===== src/design/isc_pkg.sv =====
// ----------------------------------------------------------------------------
// isc_pkg
// Shared widths, register indexes, datapath step codes and the control
// structs of the inverter sense conditioner.
// ----------------------------------------------------------------------------
package isc_pkg;

    // default build values
    localparam int ADC_BITS_DEF    = 12;
    localparam int CAL_SAMPLES_DEF = 64;

    // fixed-point layout
    localparam int OFS_FRAC  = 6;
    localparam int GAIN_FRAC = 16;
    localparam int CUR_SH    = GAIN_FRAC + OFS_FRAC;
    localparam int OUT_W     = 16;
    localparam int TEMP_W    = 11;
    localparam int TEMP_MAX  = 2000;
    localparam int FILT_W    = 24;
    localparam int FILT_FRAC = 8;

    // shared multiplier
    localparam int MUL_A_W = 24;
    localparam int MUL_B_W = 16;
    localparam int PROD_W  = MUL_A_W + MUL_B_W;

    // configuration port
    localparam int CFG_IDX_W  = 3;
    localparam int CFG_DATA_W = 16;
    localparam int CFG_ADC_W  = 12;
    localparam int GAIN_W     = 16;
    localparam int OFS_RST    = 2048;

    localparam logic [CFG_IDX_W-1:0] REG_OFFSET_DEFAULT = 3'd0;
    localparam logic [CFG_IDX_W-1:0] REG_CURRENT_GAIN   = 3'd1;
    localparam logic [CFG_IDX_W-1:0] REG_EMA_ALPHA      = 3'd2;
    localparam logic [CFG_IDX_W-1:0] REG_TEMP_ZERO      = 3'd3;
    localparam logic [CFG_IDX_W-1:0] REG_TEMP_GAIN      = 3'd4;
    localparam logic [CFG_IDX_W-1:0] REG_VBUS_GAIN      = 3'd5;

    // configuration register file contents
    typedef struct packed {
        logic [CFG_ADC_W-1:0] offset_default;
        logic [GAIN_W-1:0]    current_gain;
        logic [GAIN_W-1:0]    ema_alpha;
        logic [CFG_ADC_W-1:0] temp_zero_counts;
        logic [GAIN_W-1:0]    temp_gain;
        logic [GAIN_W-1:0]    vbus_gain;
    } cfg_t;

    // datapath step selected by the controller
    typedef enum logic [3:0] {
        STEP_NONE,
        STEP_CAPTURE,
        STEP_TEMP,
        STEP_VBUS,
        STEP_CUR,
        STEP_FILT,
        STEP_FUPD,
        STEP_CAL,
        STEP_DIV,
        STEP_EMIT
    } step_t;

    typedef struct packed {
        step_t step;
    } isc_cmd_t;

    typedef struct packed {
        logic op;
        logic filt_loaded;
        logic cal_last;
        logic out_free;
    } isc_status_t;

endpackage


===== src/design/isc_if.sv =====
// ----------------------------------------------------------------------------
// isc channel interfaces
// Valid/ready channels for sample triples, results and register writes.
// ----------------------------------------------------------------------------
interface isc_in_if import isc_pkg::*; #(
    parameter int ADC_BITS = ADC_BITS_DEF
) ();
    logic                valid;
    logic                ready;
    logic                operation;
    logic [ADC_BITS-1:0] adc_current;
    logic [ADC_BITS-1:0] adc_temp;
    logic [ADC_BITS-1:0] adc_vbus;

    modport source (output valid, output operation, output adc_current,
                    output adc_temp, output adc_vbus, input ready);
    modport sink   (input valid, input operation, input adc_current,
                    input adc_temp, input adc_vbus, output ready);
endinterface

interface isc_out_if import isc_pkg::*; #(
    parameter int OFS_W = CFG_ADC_W + OFS_FRAC
) ();
    logic              valid;
    logic              ready;
    logic [OUT_W-1:0]  current_now;
    logic [OUT_W-1:0]  current_smoothed;
    logic [TEMP_W-1:0] temperature;
    logic [OUT_W-1:0]  bus_voltage;
    logic [OFS_W-1:0]  offset_now;
    logic              calibration_done;

    modport source (output valid, output current_now, output current_smoothed,
                    output temperature, output bus_voltage, output offset_now,
                    output calibration_done, input ready);
    modport sink   (input valid, input current_now, input current_smoothed,
                    input temperature, input bus_voltage, input offset_now,
                    input calibration_done, output ready);
endinterface

interface isc_cfg_if import isc_pkg::*; ();
    logic                  valid;
    logic                  ready;
    logic [CFG_IDX_W-1:0]  index;
    logic [CFG_DATA_W-1:0] data;

    modport source (output valid, output index, output data, input ready);
    modport sink   (input valid, input index, input data, output ready);
endinterface


===== src/design/isc_cfg_regs.sv =====
// ----------------------------------------------------------------------------
// isc_cfg_regs
// Configuration register file; always ready, unknown indexes are dropped.
// ----------------------------------------------------------------------------
module isc_cfg_regs import isc_pkg::*; (
    input  logic     clk,
    input  logic     rst_n,
    isc_cfg_if.sink  cfg,
    output cfg_t     regs
);

    cfg_t regs_reg;
    cfg_t regs_next;

    assign cfg.ready = 1'b1;
    assign regs      = regs_reg;

    // register write decode
    always_comb
    begin
        regs_next = regs_reg;
        if (cfg.valid)
        begin
            unique case (cfg.index)
                REG_OFFSET_DEFAULT: regs_next.offset_default   = cfg.data[CFG_ADC_W-1:0];
                REG_CURRENT_GAIN:   regs_next.current_gain     = cfg.data[GAIN_W-1:0];
                REG_EMA_ALPHA:      regs_next.ema_alpha        = cfg.data[GAIN_W-1:0];
                REG_TEMP_ZERO:      regs_next.temp_zero_counts = cfg.data[CFG_ADC_W-1:0];
                REG_TEMP_GAIN:      regs_next.temp_gain        = cfg.data[GAIN_W-1:0];
                REG_VBUS_GAIN:      regs_next.vbus_gain        = cfg.data[GAIN_W-1:0];
                default:            regs_next = regs_reg;
            endcase
        end
    end

    // register storage
    always_ff @(posedge clk or negedge rst_n)
    begin
        if (!rst_n)
        begin
            regs_reg.offset_default   <= CFG_ADC_W'(OFS_RST);
            regs_reg.current_gain     <= GAIN_W'(256);
            regs_reg.ema_alpha        <= GAIN_W'(6554);
            regs_reg.temp_zero_counts <= CFG_ADC_W'(620);
            regs_reg.temp_gain        <= GAIN_W'(2048);
            regs_reg.vbus_gain        <= GAIN_W'(4096);
        end
        else
        begin
            regs_reg <= regs_next;
        end
    end

endmodule


===== src/design/isc_ctrl.sv =====
// ----------------------------------------------------------------------------
// isc_ctrl
// Sequencer that walks one sample triple through the datapath steps.
// ----------------------------------------------------------------------------
module isc_ctrl import isc_pkg::*; (
    input  logic        clk,
    input  logic        rst_n,
    input  logic        in_valid,
    output logic        in_ready,
    input  isc_status_t status,
    output isc_cmd_t    cmd
);

    localparam logic [3:0] S_IDLE = 4'd0;
    localparam logic [3:0] S_TEMP = 4'd1;
    localparam logic [3:0] S_VBUS = 4'd2;
    localparam logic [3:0] S_CUR  = 4'd3;
    localparam logic [3:0] S_FILT = 4'd4;
    localparam logic [3:0] S_FUPD = 4'd5;
    localparam logic [3:0] S_CAL  = 4'd6;
    localparam logic [3:0] S_DIV  = 4'd7;
    localparam logic [3:0] S_EMIT = 4'd8;

    logic [3:0] state_reg;
    logic [3:0] state_next;

    assign in_ready = (state_reg == S_IDLE);

    // next state and step command
    always_comb
    begin
        state_next = state_reg;
        cmd.step   = STEP_NONE;
        unique case (state_reg)
            S_IDLE:
            begin
                if (in_valid)
                begin
                    cmd.step   = STEP_CAPTURE;
                    state_next = S_TEMP;
                end
            end
            S_TEMP:
            begin
                cmd.step   = STEP_TEMP;
                state_next = S_VBUS;
            end
            S_VBUS:
            begin
                cmd.step   = STEP_VBUS;
                state_next = status.op ? S_CAL : S_CUR;
            end
            S_CUR:
            begin
                cmd.step   = STEP_CUR;
                state_next = S_FILT;
            end
            S_FILT:
            begin
                cmd.step   = STEP_FILT;
                state_next = status.filt_loaded ? S_FUPD : S_EMIT;
            end
            S_FUPD:
            begin
                cmd.step   = STEP_FUPD;
                state_next = S_EMIT;
            end
            S_CAL:
            begin
                cmd.step   = STEP_CAL;
                state_next = status.cal_last ? S_DIV : S_EMIT;
            end
            S_DIV:
            begin
                cmd.step   = STEP_DIV;
                state_next = S_EMIT;
            end
            S_EMIT:
            begin
                if (status.out_free)
                begin
                    cmd.step   = STEP_EMIT;
                    state_next = S_IDLE;
                end
            end
            default:
            begin
                state_next = S_IDLE;
            end
        endcase
    end

    // state register
    always_ff @(posedge clk or negedge rst_n)
    begin
        if (!rst_n)
        begin
            state_reg <= S_IDLE;
        end
        else
        begin
            state_reg <= state_next;
        end
    end

endmodule


===== src/design/isc_datapath.sv =====
// ----------------------------------------------------------------------------
// isc_datapath
// Shared multiplier, offset and calibration state, moving average filter,
// reciprocal-multiply mean of a calibration run and the output register.
// ----------------------------------------------------------------------------
module isc_datapath import isc_pkg::*; #(
    parameter int ADC_BITS    = ADC_BITS_DEF,
    parameter int CAL_SAMPLES = CAL_SAMPLES_DEF,
    parameter int OFS_W       = ((ADC_BITS > CFG_ADC_W) ? ADC_BITS : CFG_ADC_W) + OFS_FRAC
) (
    input  logic                clk,
    input  logic                rst_n,
    input  isc_cmd_t            cmd,
    output isc_status_t         status,
    input  cfg_t                cfg,
    input  logic                operation,
    input  logic [ADC_BITS-1:0] adc_current,
    input  logic [ADC_BITS-1:0] adc_temp,
    input  logic [ADC_BITS-1:0] adc_vbus,
    input  logic                out_ready,
    output logic                out_valid,
    output logic [OUT_W-1:0]    current_now,
    output logic [OUT_W-1:0]    current_smoothed,
    output logic [TEMP_W-1:0]   temperature,
    output logic [OUT_W-1:0]    bus_voltage,
    output logic [OFS_W-1:0]    offset_now,
    output logic                calibration_done
);

    localparam int ACC_W   = ADC_BITS + $clog2(CAL_SAMPLES);
    localparam int CNT_W   = $clog2(CAL_SAMPLES);
    localparam int DIV_W   = ACC_W + OFS_FRAC;
    localparam int MEAN_W  = ADC_BITS + OFS_FRAC;
    localparam int RCP_SH  = DIV_W + $clog2(CAL_SAMPLES);
    localparam int RCP_W   = DIV_W + 1;
    localparam int MPROD_W = DIV_W + RCP_W;

    // rounded-up reciprocal of the run length, exact for any dividend below 2^DIV_W
    localparam logic [RCP_W-1:0] RCP_M =
        RCP_W'(((64'd1 << RCP_SH) + 64'(CAL_SAMPLES) - 64'd1) / 64'(CAL_SAMPLES));

    // captured item and intermediate results
    logic                op_reg, op_next;
    logic [ADC_BITS-1:0] rc_reg, rc_next;
    logic [ADC_BITS-1:0] rt_reg, rt_next;
    logic [ADC_BITS-1:0] rv_reg, rv_next;
    logic [PROD_W-1:0]   prod_reg, prod_next;
    logic [TEMP_W-1:0]   temp_res_reg, temp_res_next;
    logic [OUT_W-1:0]    vbus_res_reg, vbus_res_next;
    logic [OUT_W-1:0]    cur_now_reg, cur_now_next;
    logic                neg_reg, neg_next;
    logic [DIV_W-1:0]    div_num_reg, div_num_next;

    // persistent state
    logic [OFS_W-1:0]    offset_reg, offset_next;
    logic [ACC_W-1:0]    acc_reg, acc_next;
    logic [CNT_W-1:0]    cnt_reg, cnt_next;
    logic                loaded_reg, loaded_next;
    logic [FILT_W-1:0]   filt_reg, filt_next;
    logic                done_reg, done_next;

    // output register
    logic                out_valid_reg, out_valid_next;
    logic [OUT_W-1:0]    o_cur_reg, o_cur_next;
    logic [OUT_W-1:0]    o_smooth_reg, o_smooth_next;
    logic [TEMP_W-1:0]   o_temp_reg, o_temp_next;
    logic [OUT_W-1:0]    o_vbus_reg, o_vbus_next;
    logic [OFS_W-1:0]    o_ofs_reg, o_ofs_next;
    logic                o_done_reg, o_done_next;

    // helpers
    logic [OFS_W-1:0]    ofs_def_w;
    logic [ADC_BITS-1:0] zero_m;
    logic [ADC_BITS-1:0] temp_above;
    logic [OFS_W-1:0]    scaled;
    logic [OFS_W-1:0]    delta;
    logic [OUT_W-1:0]    p_q16;
    logic                p_hi16;
    logic [TEMP_W-1:0]   temp_clamp;
    logic [OUT_W-1:0]    vbus_sat;
    logic [OUT_W-1:0]    cur_sat;
    logic [FILT_W-1:0]   x_w;
    logic [FILT_W-1:0]   diff;
    logic [FILT_W-1:0]   filt_step;
    logic [MUL_A_W-1:0]  mul_a;
    logic [MUL_B_W-1:0]  mul_b;
    logic [ACC_W-1:0]    acc_add;
    logic [DIV_W-1:0]    dividend;
    logic [MPROD_W-1:0]  mean_prod;
    logic [MEAN_W-1:0]   mean_q;

    // offset, temperature and current correction
    assign ofs_def_w  = OFS_W'(ADC_BITS'(cfg.offset_default)) << OFS_FRAC;
    assign zero_m     = ADC_BITS'(cfg.temp_zero_counts);
    assign temp_above = (rt_reg > zero_m) ? (rt_reg - zero_m) : '0;
    assign scaled     = OFS_W'(rc_reg) << OFS_FRAC;
    assign delta      = (scaled > offset_reg) ? (scaled - offset_reg) : '0;

    // product slices and saturation
    assign p_q16      = prod_reg[GAIN_FRAC+OUT_W-1:GAIN_FRAC];
    assign p_hi16     = |prod_reg[PROD_W-1:GAIN_FRAC+OUT_W];
    assign temp_clamp = (p_hi16 || (p_q16 > OUT_W'(TEMP_MAX))) ? TEMP_W'(TEMP_MAX)
                                                             : p_q16[TEMP_W-1:0];
    assign vbus_sat   = p_hi16 ? '1 : p_q16;
    assign cur_sat    = (|prod_reg[PROD_W-1:CUR_SH+OUT_W]) ? '1
                                                           : prod_reg[CUR_SH+OUT_W-1:CUR_SH];

    // filter difference and step
    assign x_w       = {cur_sat, {FILT_FRAC{1'b0}}};
    assign diff      = (x_w >= filt_reg) ? (x_w - filt_reg) : (filt_reg - x_w);
    assign filt_step = prod_reg[GAIN_FRAC+FILT_W-1:GAIN_FRAC];

    // shared multiplier operand select
    always_comb
    begin
        mul_a = '0;
        mul_b = '0;
        unique case (cmd.step)
            STEP_TEMP:
            begin
                mul_a = MUL_A_W'(temp_above);
                mul_b = cfg.temp_gain;
            end
            STEP_VBUS:
            begin
                mul_a = MUL_A_W'(rv_reg);
                mul_b = cfg.vbus_gain;
            end
            STEP_CUR:
            begin
                mul_a = MUL_A_W'(delta);
                mul_b = cfg.current_gain;
            end
            STEP_FILT:
            begin
                mul_a = diff;
                mul_b = cfg.ema_alpha;
            end
            default:
            begin
                mul_a = '0;
                mul_b = '0;
            end
        endcase
    end

    assign prod_next = {{MUL_B_W{1'b0}}, mul_a} * {{MUL_A_W{1'b0}}, mul_b};

    // calibration accumulate and mean of the run
    assign acc_add   = ((cnt_reg == '0) ? '0 : acc_reg) + ACC_W'(rc_reg);
    assign dividend  = DIV_W'(acc_add) << OFS_FRAC;
    assign mean_prod = {{RCP_W{1'b0}}, div_num_reg} * {{DIV_W{1'b0}}, RCP_M};
    assign mean_q    = mean_prod[RCP_SH +: MEAN_W];

    // status to the controller
    assign status.op          = op_reg;
    assign status.filt_loaded = loaded_reg;
    assign status.cal_last    = (cnt_reg == CNT_W'(CAL_SAMPLES - 1));
    assign status.out_free    = !out_valid_reg || out_ready;

    // step execution
    always_comb
    begin
        op_next        = op_reg;
        rc_next        = rc_reg;
        rt_next        = rt_reg;
        rv_next        = rv_reg;
        temp_res_next  = temp_res_reg;
        vbus_res_next  = vbus_res_reg;
        cur_now_next   = cur_now_reg;
        neg_next       = neg_reg;
        div_num_next   = div_num_reg;
        offset_next    = offset_reg;
        acc_next       = acc_reg;
        cnt_next       = cnt_reg;
        loaded_next    = loaded_reg;
        filt_next      = filt_reg;
        done_next      = done_reg;
        out_valid_next = out_ready ? 1'b0 : out_valid_reg;
        o_cur_next     = o_cur_reg;
        o_smooth_next  = o_smooth_reg;
        o_temp_next    = o_temp_reg;
        o_vbus_next    = o_vbus_reg;
        o_ofs_next     = o_ofs_reg;
        o_done_next    = o_done_reg;
        unique case (cmd.step)
            STEP_CAPTURE:
            begin
                op_next      = operation;
                rc_next      = adc_current;
                rt_next      = adc_temp;
                rv_next      = adc_vbus;
                cur_now_next = '0;
                done_next    = 1'b0;
            end
            STEP_VBUS:
            begin
                temp_res_next = temp_clamp;
            end
            STEP_CUR:
            begin
                vbus_res_next = vbus_sat;
                acc_next      = '0;
                cnt_next      = '0;
            end
            STEP_FILT:
            begin
                cur_now_next = cur_sat;
                if (!loaded_reg)
                begin
                    filt_next   = x_w;
                    loaded_next = 1'b1;
                end
                else
                begin
                    neg_next = (x_w < filt_reg);
                end
            end
            STEP_FUPD:
            begin
                filt_next = neg_reg ? (filt_reg - filt_step) : (filt_reg + filt_step);
            end
            STEP_CAL:
            begin
                vbus_res_next = vbus_sat;
                acc_next      = acc_add;
                if (cnt_reg == '0)
                begin
                    offset_next = ofs_def_w;
                end
                if (status.cal_last)
                begin
                    cnt_next     = '0;
                    div_num_next = dividend;
                end
                else
                begin
                    cnt_next = cnt_reg + 1'b1;
                end
            end
            STEP_DIV:
            begin
                offset_next = OFS_W'(mean_q);
                acc_next    = '0;
                cnt_next    = '0;
                loaded_next = 1'b0;
                filt_next   = '0;
                done_next   = 1'b1;
            end
            STEP_EMIT:
            begin
                out_valid_next = 1'b1;
                o_cur_next     = cur_now_reg;
                o_smooth_next  = op_reg ? '0 : filt_reg[FILT_W-1:FILT_FRAC];
                o_temp_next    = temp_res_reg;
                o_vbus_next    = vbus_res_reg;
                o_ofs_next     = offset_reg;
                o_done_next    = done_reg;
            end
            default:
            begin
                op_next = op_reg;
            end
        endcase
    end

    // control and persistent state
    always_ff @(posedge clk or negedge rst_n)
    begin
        if (!rst_n)
        begin
            offset_reg    <= OFS_W'(OFS_RST) << OFS_FRAC;
            acc_reg       <= '0;
            cnt_reg       <= '0;
            loaded_reg    <= 1'b0;
            filt_reg      <= '0;
            done_reg      <= 1'b0;
            out_valid_reg <= 1'b0;
        end
        else
        begin
            offset_reg    <= offset_next;
            acc_reg       <= acc_next;
            cnt_reg       <= cnt_next;
            loaded_reg    <= loaded_next;
            filt_reg      <= filt_next;
            done_reg      <= done_next;
            out_valid_reg <= out_valid_next;
        end
    end

    // payload registers
    always_ff @(posedge clk)
    begin
        op_reg       <= op_next;
        rc_reg       <= rc_next;
        rt_reg       <= rt_next;
        rv_reg       <= rv_next;
        prod_reg     <= prod_next;
        temp_res_reg <= temp_res_next;
        vbus_res_reg <= vbus_res_next;
        cur_now_reg  <= cur_now_next;
        neg_reg      <= neg_next;
        div_num_reg  <= div_num_next;
        o_cur_reg    <= o_cur_next;
        o_smooth_reg <= o_smooth_next;
        o_temp_reg   <= o_temp_next;
        o_vbus_reg   <= o_vbus_next;
        o_ofs_reg    <= o_ofs_next;
        o_done_reg   <= o_done_next;
    end

    assign out_valid        = out_valid_reg;
    assign current_now      = o_cur_reg;
    assign current_smoothed = o_smooth_reg;
    assign temperature      = o_temp_reg;
    assign bus_voltage      = o_vbus_reg;
    assign offset_now       = o_ofs_reg;
    assign calibration_done = o_done_reg;

endmodule


===== src/design/inverter_sense_conditioner.sv =====
// ----------------------------------------------------------------------------
// inverter_sense_conditioner
// Offset calibration, scaling and current smoothing of inverter ADC samples.
// ----------------------------------------------------------------------------
// Each accepted transaction carries one current, temperature and bus voltage
// sample and yields exactly one result transaction. Items are processed one
// at a time through a single shared 24x16 multiplier. A measure item passes
// the temperature, bus voltage, current and filter steps, and a filter update
// step once the moving average is loaded; a calibration sample passes the
// temperature, bus voltage and calibration steps, and the sample that
// completes a calibration run takes one step more, in which the mean offset
// is formed by a multiplication with the reciprocal of CAL_SAMPLES. Each item
// then loads the result register. A new transaction is accepted only after
// the previous result is loaded into the output register, even while that
// result still waits to be taken; a result left waiting holds the next item
// in its last step until the output register frees.
// Register writes are always accepted and take effect at once; write them
// only while no item is in flight.
module inverter_sense_conditioner import isc_pkg::*; #(
    parameter int ADC_BITS    = ADC_BITS_DEF,
    parameter int CAL_SAMPLES = CAL_SAMPLES_DEF,
    parameter int OFS_W       = ((ADC_BITS > CFG_ADC_W) ? ADC_BITS : CFG_ADC_W) + OFS_FRAC
) (
    input  logic      clk,
    input  logic      rst_n,
    isc_in_if.sink    adc_in,
    isc_out_if.source result,
    isc_cfg_if.sink   cfg
);

    cfg_t        regs;
    isc_cmd_t    cmd;
    isc_status_t status;

    // configuration registers
    isc_cfg_regs u_cfg_regs (
        .clk   (clk),
        .rst_n (rst_n),
        .cfg   (cfg),
        .regs  (regs)
    );

    // sequencer
    isc_ctrl u_ctrl (
        .clk      (clk),
        .rst_n    (rst_n),
        .in_valid (adc_in.valid),
        .in_ready (adc_in.ready),
        .status   (status),
        .cmd      (cmd)
    );

    // arithmetic and state
    isc_datapath #(
        .ADC_BITS    (ADC_BITS),
        .CAL_SAMPLES (CAL_SAMPLES),
        .OFS_W       (OFS_W)
    ) u_datapath (
        .clk              (clk),
        .rst_n            (rst_n),
        .cmd              (cmd),
        .status           (status),
        .cfg              (regs),
        .operation        (adc_in.operation),
        .adc_current      (adc_in.adc_current),
        .adc_temp         (adc_in.adc_temp),
        .adc_vbus         (adc_in.adc_vbus),
        .out_ready        (result.ready),
        .out_valid        (result.valid),
        .current_now      (result.current_now),
        .current_smoothed (result.current_smoothed),
        .temperature      (result.temperature),
        .bus_voltage      (result.bus_voltage),
        .offset_now       (result.offset_now),
        .calibration_done (result.calibration_done)
    );

endmodule


===== src/flat_wrapper.sv =====
// flat-port wrapper written by rule: the top's interface ports become plain ports
module inverter_sense_conditioner_flat import isc_pkg::*;
#(
    parameter int ADC_BITS    = ADC_BITS_DEF,
    parameter int CAL_SAMPLES = CAL_SAMPLES_DEF,
    parameter int OFS_W       = ((ADC_BITS > CFG_ADC_W) ? ADC_BITS : CFG_ADC_W) + OFS_FRAC
)
  (clk, rst_n, adc_in_valid, adc_in_operation, adc_in_adc_current, adc_in_adc_temp, adc_in_adc_vbus, adc_in_ready, result_valid, result_current_now, result_current_smoothed, result_temperature, result_bus_voltage, result_offset_now, result_calibration_done, result_ready, cfg_valid, cfg_index, cfg_data, cfg_ready);
  isc_in_if #(.ADC_BITS(ADC_BITS)) adc_in_i ();
  isc_out_if #(.OFS_W(OFS_W)) result_i ();
  isc_cfg_if cfg_i ();
  input  logic clk;
  input  logic rst_n;
  input wire logic [$bits(adc_in_i.valid)-1:0] adc_in_valid;
  input wire logic [$bits(adc_in_i.operation)-1:0] adc_in_operation;
  input wire logic [$bits(adc_in_i.adc_current)-1:0] adc_in_adc_current;
  input wire logic [$bits(adc_in_i.adc_temp)-1:0] adc_in_adc_temp;
  input wire logic [$bits(adc_in_i.adc_vbus)-1:0] adc_in_adc_vbus;
  output wire logic [$bits(adc_in_i.ready)-1:0] adc_in_ready;
  output wire logic [$bits(result_i.valid)-1:0] result_valid;
  output wire logic [$bits(result_i.current_now)-1:0] result_current_now;
  output wire logic [$bits(result_i.current_smoothed)-1:0] result_current_smoothed;
  output wire logic [$bits(result_i.temperature)-1:0] result_temperature;
  output wire logic [$bits(result_i.bus_voltage)-1:0] result_bus_voltage;
  output wire logic [$bits(result_i.offset_now)-1:0] result_offset_now;
  output wire logic [$bits(result_i.calibration_done)-1:0] result_calibration_done;
  input wire logic [$bits(result_i.ready)-1:0] result_ready;
  input wire logic [$bits(cfg_i.valid)-1:0] cfg_valid;
  input wire logic [$bits(cfg_i.index)-1:0] cfg_index;
  input wire logic [$bits(cfg_i.data)-1:0] cfg_data;
  output wire logic [$bits(cfg_i.ready)-1:0] cfg_ready;
  assign adc_in_i.valid = adc_in_valid;
  assign adc_in_i.operation = adc_in_operation;
  assign adc_in_i.adc_current = adc_in_adc_current;
  assign adc_in_i.adc_temp = adc_in_adc_temp;
  assign adc_in_i.adc_vbus = adc_in_adc_vbus;
  assign adc_in_ready = adc_in_i.ready;
  assign result_valid = result_i.valid;
  assign result_current_now = result_i.current_now;
  assign result_current_smoothed = result_i.current_smoothed;
  assign result_temperature = result_i.temperature;
  assign result_bus_voltage = result_i.bus_voltage;
  assign result_offset_now = result_i.offset_now;
  assign result_calibration_done = result_i.calibration_done;
  assign result_i.ready = result_ready;
  assign cfg_i.valid = cfg_valid;
  assign cfg_i.index = cfg_index;
  assign cfg_i.data = cfg_data;
  assign cfg_ready = cfg_i.ready;
  inverter_sense_conditioner #(.ADC_BITS(ADC_BITS), .CAL_SAMPLES(CAL_SAMPLES), .OFS_W(OFS_W)) u_core (.clk(clk), .rst_n(rst_n), .adc_in(adc_in_i), .result(result_i), .cfg(cfg_i));
endmodule

===== config.mk =====
export PLATFORM = sky130hd
export DESIGN_NAME = inverter_sense_conditioner_flat
export DESIGN_NICKNAME = d
export VERILOG_FILES = /design/src/design/isc_pkg.sv /design/src/design/isc_if.sv /design/src/design/isc_cfg_regs.sv /design/src/design/isc_ctrl.sv /design/src/design/isc_datapath.sv /design/src/design/inverter_sense_conditioner.sv /design/src/flat_wrapper.sv
export SDC_FILE = /design/constraint.sdc
export NUM_CORES = 2
export LEC_CHECK = 0
export ABC_AREA = 1
export BUFFER_PORTS_ARGS = -buffer_cell sky130_fd_sc_hd__buf_4
export CELL_PAD_IN_SITES_DETAIL_PLACEMENT = 1
export CELL_PAD_IN_SITES_GLOBAL_PLACEMENT = 2
export CORE_UTILIZATION = 43
export CTS_BUF_LIST = sky130_fd_sc_hd__clkbuf_8
export DETAILED_ROUTE_END_ITERATION = 8
export HOLD_SLACK_MARGIN = 0.02
export PLACE_DENSITY = 0.89
export SYNTH_ARGS = -nofsm -noshare
export SYNTH_HDL_FRONTEND = slang
export SYNTH_SLANG_ARGS = --single-unit
export TNS_END_PERCENT = 1

===== constraint.sdc =====
create_clock -name clk -period 20.2 [get_ports clk]
set_input_delay 3.03 -clock clk [delete_from_list [all_inputs] [get_ports clk]]
set_output_delay 3.03 -clock clk [all_outputs]
set_load 0.05 [all_outputs]

Word level (Yosys, flattened, before mapping). Cells that the tools add are included.

Reduce and logical (&&, ||, !) cells: 29. Equal/unequal tests: 27. Multipliers: 1. Add/subtract/negate cells: 8. Magnitude comparators: 5. Multiplexer cells: 29.

Operators with widths (number): 24-bit one-hot mux with 4 select lines (1); 24-bit 2-to-1 mux (3); 18-bit one-hot mux with 2 select lines (2); 24-bit one-hot mux with 3 select lines (1); 24-bit subtractor (3); 16-bit one-hot mux with 4 select lines (1); 18-bit 2-to-1 mux (3); 24-bit by 16-bit multiplier with 40-bit output (1); 4-bit one-hot mux with 9 select lines (1); 4-bit by 3-bit equality test with 1-bit output, second input constant (8); 16-bit one-hot mux with 2 select lines (1); 4-bit one-hot mux with 8 select lines (1); 24-bit adder (1); 24-bit greater-or-equal comparator (1); 24-bit < comparator (1); 2-bit AND reduction (11); 4-bit 2-to-1 mux (5); 18-bit by 12-bit adder with 18-bit output (1); 18-bit greater-than comparator (1); 18-bit subtractor (1); 4-bit by 2-bit equality test with 1-bit output, second input constant (4); 16-bit by 11-bit greater-than comparator with 1-bit output, second input constant (1); 16-bit 2-to-1 mux (1); 4-bit equality test, second input constant (3); other kinds (25) (42).

Input port bits: 61. Register bits: 378. Logic and storage cells: 129. Output and inout port bits: 81.

Longest topological paths before layout.
Depth in word-level cells: 7. Mapped depth: 48. Mapped depth without buffers: 46.

Modules after synthesis. A second synthesis with hierarchy kept.

Cell total of the unflattened synthesis: 3765. Area total of the unflattened synthesis: 31555.3 µm².

By module, submodules not included: isc_datapath (seq. area each 7523.5 µm², cells an instance 3323, area an instance 27756.6 µm², times used 1); isc_cfg_regs (seq. area each 2222.1 µm², cells an instance 395, area an instance 3485.8 µm², times used 1); isc_ctrl (seq. area each 100.1 µm², cells an instance 47, area an instance 312.8 µm², times used 1).

Least setup slack after synthesis. OpenSTA, ideal clock, no wires.

Path kind: register to register. From: register u_core.u_datapath.prod_reg[38]. To: register u_core.u_datapath.prod_reg[37]. Slack: 12721 ps. Stages on the path, launching flop included: 45. Library setup time: 121 ps. Buffers on the path: 3. Period minus slack after synthesis: 7479 ps. Arrival: 7358 ps. Required time: 20079 ps. Cells stage by stage: dfxtp_1 -> nor2_1 -> inv_1 -> clkbuf_1 -> nor2_1 -> inv_1 -> ha_1 -> nand2_2 -> nor2_2 -> nand2_1 -> nand3b_4 -> nand3_2 -> buf_4 -> nand2_1 -> nand4_1 -> o211ai_1 -> a21oi_1 -> o21ai_0 -> [9 not listed] -> fa_1 -> fa_1 -> inv_1 -> fa_1 -> inv_1 -> ha_1 -> nand2_1 -> nor2_1 -> inv_1 -> nor2_1 -> nand3_1 -> inv_1 -> nand2_1 -> nand3_2 -> nand3_1 -> nor2_1 -> nor2_1 -> xor2_1.

Cells in the longest elaborated chain, start to end: 6. Elaborated cells between the ends (all ways): 8. Those cells by class: 2 x add/sub; 1 x mul; 1 x order compare; 3 x mux; 1 x reduce/logical.

RTL lines: start, declared (RTL line isc_datapath.sv:47) `logic [PROD_W-1:0] prod_reg, prod_next;`; start signal, assigned (RTL line isc_datapath.sv:299) `prod_reg <= prod_next;`; 2-bit OR reduction (*) (RTL line isc_datapath.sv:105) `assign cur_sat = (|prod_reg[PROD_W-1:CUR_SH+OUT_W]) ? '1`; 16-bit 2-to-1 mux (*) (RTL line isc_datapath.sv:105); net u_core.u_datapath.cur_sat[2] (RTL line isc_datapath.sv:81) `logic [OUT_W-1:0] cur_sat;`; 24-bit subtractor / 24-bit greater-or-equal comparator (equally long branches) (RTL line isc_datapath.sv:110) `assign diff = (x_w >= filt_reg) ? (x_w - filt_reg) : (filt_reg - x_w);`; 24-bit 2-to-1 mux (*) (RTL line isc_datapath.sv:110); 24-bit one-hot mux with 4 select lines (*) (RTL line isc_datapath.sv:118) `unique case (cmd.step)`; 24-bit by 16-bit multiplier with 40-bit output (*) (RTL line isc_datapath.sv:147) `assign prod_next = {{MUL_B_W{1'b0}}, mul_a} * {{MUL_A_W{1'b0}}, mul_b};`; net u_core.u_datapath.prod_next[37] (RTL line isc_datapath.sv:47).

Mark *: on every way through the listed nets, which the timed path passes. The rest lies on a longest branch. A chain may end at the register's enable or synchronous reset.

Worst setup path after layout. Same ends and word-level chain as after synthesis.

==> metrics.yaml <==
status:
  run_status: "finished clean"
clock_tree:
  cts.reportedPaths.clkPinSlew_ns: 0.06
  clock_path_buffers: 3
  cts_setup_buffers: 0
  clock-root-buffer: "clkbuf_8"
  clock_sink_count: 362
  cts_buffers: 66
  h-tree-depth: 3
  post_cts_hold_buffer_count: 0
  tritoncts: "done"
  skew_pair_late_insertion_delay_ns: 0.70
  postCtsResizedCells: 0
drt:
  antenna_left: 0
  detailroute.via_count: 25200
  drtIter0Drc: 1566
  drc_errors: 0
  detail_route.first_pass.iterations: 5
  routed_wl_microns: 100000
  vias_per_cell: 5.26
  post_dr_wirelength_cell_microns: 20.8
floorplan:
  die_width_microns: 271
  placement_rows: 98
  die_h_microns: 271
  boundaryPins: 142
  design.die.area_sq_um: 73300
  core_area_sq_um: 71500
  start_util_pct: 43.4
timing:
  final.setup.worst_slack_ns: 10.33
  relSlewSlack_pct: 28.9
  final_hold_violation_count: 0
  final.setup.tns_ns: 0
  final.period_utilization_pct: 48.9
  drv_slew: 0
  transition_time_of_the_tightest_slew_check_pin_ns: 1.06
  final_setup_violating_endpoints: 0
  finalClockSkew_ns: 0.0770
  grt_setup_unrepaired: "no"
  clock.fmax_ghz: 0.101
  min_period_ns: 9.87
  timing.hold.ws_ns: 0.407
power:
  power_leakage_uw: 0.0168
  power_density_nw_per_um2: 153
  worst_ir_drop_vdd_mv: 0.0888
  power.total_uw: 5290
grt:
  maximum_number_of_pins_on_one_net_before_global_route_repair: 94
  track_usage_pct: 27.5
  antenna_found_initial: 0
  first_pass_grt_wire_length_microns: 156000
  grt_remaining_overflow: 0
  number_of_global_route_vias_before_repair: 27000
  groute.layer.met2.usage_pct: 45.5
  global_route.peak_usage_layer: "met2"
  use_met3_pct: 3.67
  groute.layer.met1.usage_pct: 37.5
critical_path:
  worst_path_max_delay_cell: "nand3_1"
  critical_path.endpoint_type: "flip-flop"
  cpPeakStageDelay_ns: 0.64
  critical_path.reg2reg.endpoint: "u_core.u_datapath.prod_reg[37]"
  r2r_start: "u_core.u_datapath.prod_reg[38]"
  r2r_slack_ns: 10.33
  data_required_time_at_the_worst_endpoint_ns: 20.75
  worst-path-max-fanout: 24
  critPathArrivalTime_ns: 10.42
  reg2reg_depth: 34
  critical_path_class: "flip-flop to flip-flop"
  timing.critical_path.from_type: "flip-flop"
synthesis:
  post_synth_instance_area_sq_um: 31100
  synthDominantAreaCellType: "fa_1"
  mean_cell_area_of_the_mapped_netlist_sq_um: 8.48
  synth.ff_latch_count: 362
  synthFlopType: "edfxtp_1"
  asr_flop_ratio_synth_pct: 44.5
  number_of_synthesized_flops_with_an_enable_pin: 177
  synth_largest_type_area_fraction_pct: 19.9
  synth.top_cells.by_area: "fa_1 (20%), edfxtp_1 (17%), dfrtp_1 (12%), nand2_1 (9.9%), ha_1 (8.2%)"
  ys.warnings.count: 0
  netlist_instances: 3661
  synth_nets: 4235
  ys_seq_area_share_pct: 31.7
  post_synth_num_cell_types: 65
min_path:
  min_path_type: "flip-flop to flip-flop"
  worstHoldStart: "u_core.u_datapath.vbus_res_reg[11]"
  hold-path-cell-count: 0
  min_to: "u_core.u_datapath.bus_voltage[11]"
final_layout:
  syn2layout_area_growth_pct: 10.9
  antenna-diode-count: 0
  largest_reg_flops: 88
  seq_cell_area_sq_um: 9850
  final_net_count: 4369
  fillers: 8546
  layout-drive-gt1-share_pct: 9.62
  multi_input_area_sq_um: 18200
placed_design:
  numPortBuffers: 140
  final_gp_congestion: 0.963
  post_dp_hpwl_microns: 80200
  place_worst_setup_slack_ns: 10.45
flow_run:
  max_cap_viols: 0
==> power breakdown <==
group	switching (uW)	internal, uW
logic	2350	1040
registers	135	1040
clock network	338	379
==> routing by layer <==
metal	vias up	part of all wire, %
met5	-	0
met4	0	3.1
met3	155	4.7
met2	600	47
met1	12700	45
li1	11800	-
==> stage by stage <==
stage	cell area [sq um]	cells	util, %
floorplan	31100	3661	-
global placement	33100	4677	46.3
detailed placement	33100	4677	46.3
CTS	34400	4797	48.2
global route	34400	4797	48.2
finish	34400	4797	48.2
==> area by class of cell <==
class	instances	share of cell area, %
Sequential cell	362	28.6
Clock buffer	76	3.04
Timing Repair Buffer	171	3.74
Tap cell	950	3.45
Inverter	692	7.54
Clock inverter	44	0.897
Multi-Input combinational cell	2502	52.7
==> kinds of logic after synthesis <==
group                      synth area share [%]
muxes                                    0.0322
other                                    0.0121
buffers and inverters                      9.86
DFF                                        31.7
AOI/OAI and AO/OA                          9.28
and+or+nand+nor                            18.4
adders and majority gates                  28.1
xor gates and xnor gates                   2.59
==> synthesized netlist by cell type (5+ instances only) <==
cell,instances
nand3_2,5
o22ai_1,7
nor2_1,331
xor2_1,70
o21ai_1,9
a31oi_1,14
buf_2,19
o2111ai_1,6
o21bai_1,10
inv_2,20
clkinv_1,7
xnor2_1,22
a221oi_1,5
or2_2,15
dfxtp_1,24
nor3_2,5
dfstp_2,17
nor2_2,14
o21ai_0,202
o31ai_1,5
a21o_1,8
edfxtp_1,177
o221ai_1,6
fa_1,309
buf_4,8
o211ai_1,11
inv_1,665
clkbuf_1,72
nand4_1,27
a21oi_1,175
o21a_1,14
nand2_1,823
nand2_2,13
a22oi_1,17
nor3_1,24
dfrtp_1,144
nand3_1,109
ha_1,204
==> worst max-delay path by stage <==
stage,startpoint,endpoint,slack (ns)
after floorplan,u_core.u_datapath.prod_reg[38],u_core.u_datapath.prod_reg[37],12.72
after global placement,u_core.u_datapath.prod_reg[38],u_core.u_datapath.prod_reg[37],10.63
after detailed placement,u_core.u_datapath.prod_reg[38],u_core.u_datapath.prod_reg[37],10.45
after CTS,u_core.u_datapath.prod_reg[38],u_core.u_datapath.prod_reg[37],10.38
after global routing,u_core.u_datapath.prod_reg[38],u_core.u_datapath.prod_reg[37],9.75
final,u_core.u_datapath.prod_reg[38],u_core.u_datapath.prod_reg[37],10.33
==> layout by cell type, fill, tap and decap left out, types with 15 or more instances in the layout <==
cell type,n
nand2_1,823
inv_1,690
nor2_1,329
fa_1,309
ha_1,204
o21ai_0,202
edfxtp_1,177
a21oi_1,175
buf_4,170
dfrtp_1,144
nand3_1,109
clkbuf_8,76
xor2_1,70
nand4_1,27
nor3_1,24
dfxtp_1,24
xnor2_1,22
inv_2,20
a22oi_1,17
dfstp_2,17
nor2_2,15
or2_2,15
==> worst max-delay path, delay by kind of cell, from the launching register on <==
kind                     cells  cell delay [ns]
adder cells (fa/ha/maj)      8             3.99
AO/OA/AOI/OAI                7             1.39
buffers and inverters        8             1.56
AND/OR/NAND/NOR             10             2.31
XOR/XNOR                     1             0.15
flip-flops                   1             0.33
Note: power is estimated with default switching activity, not from simulation.
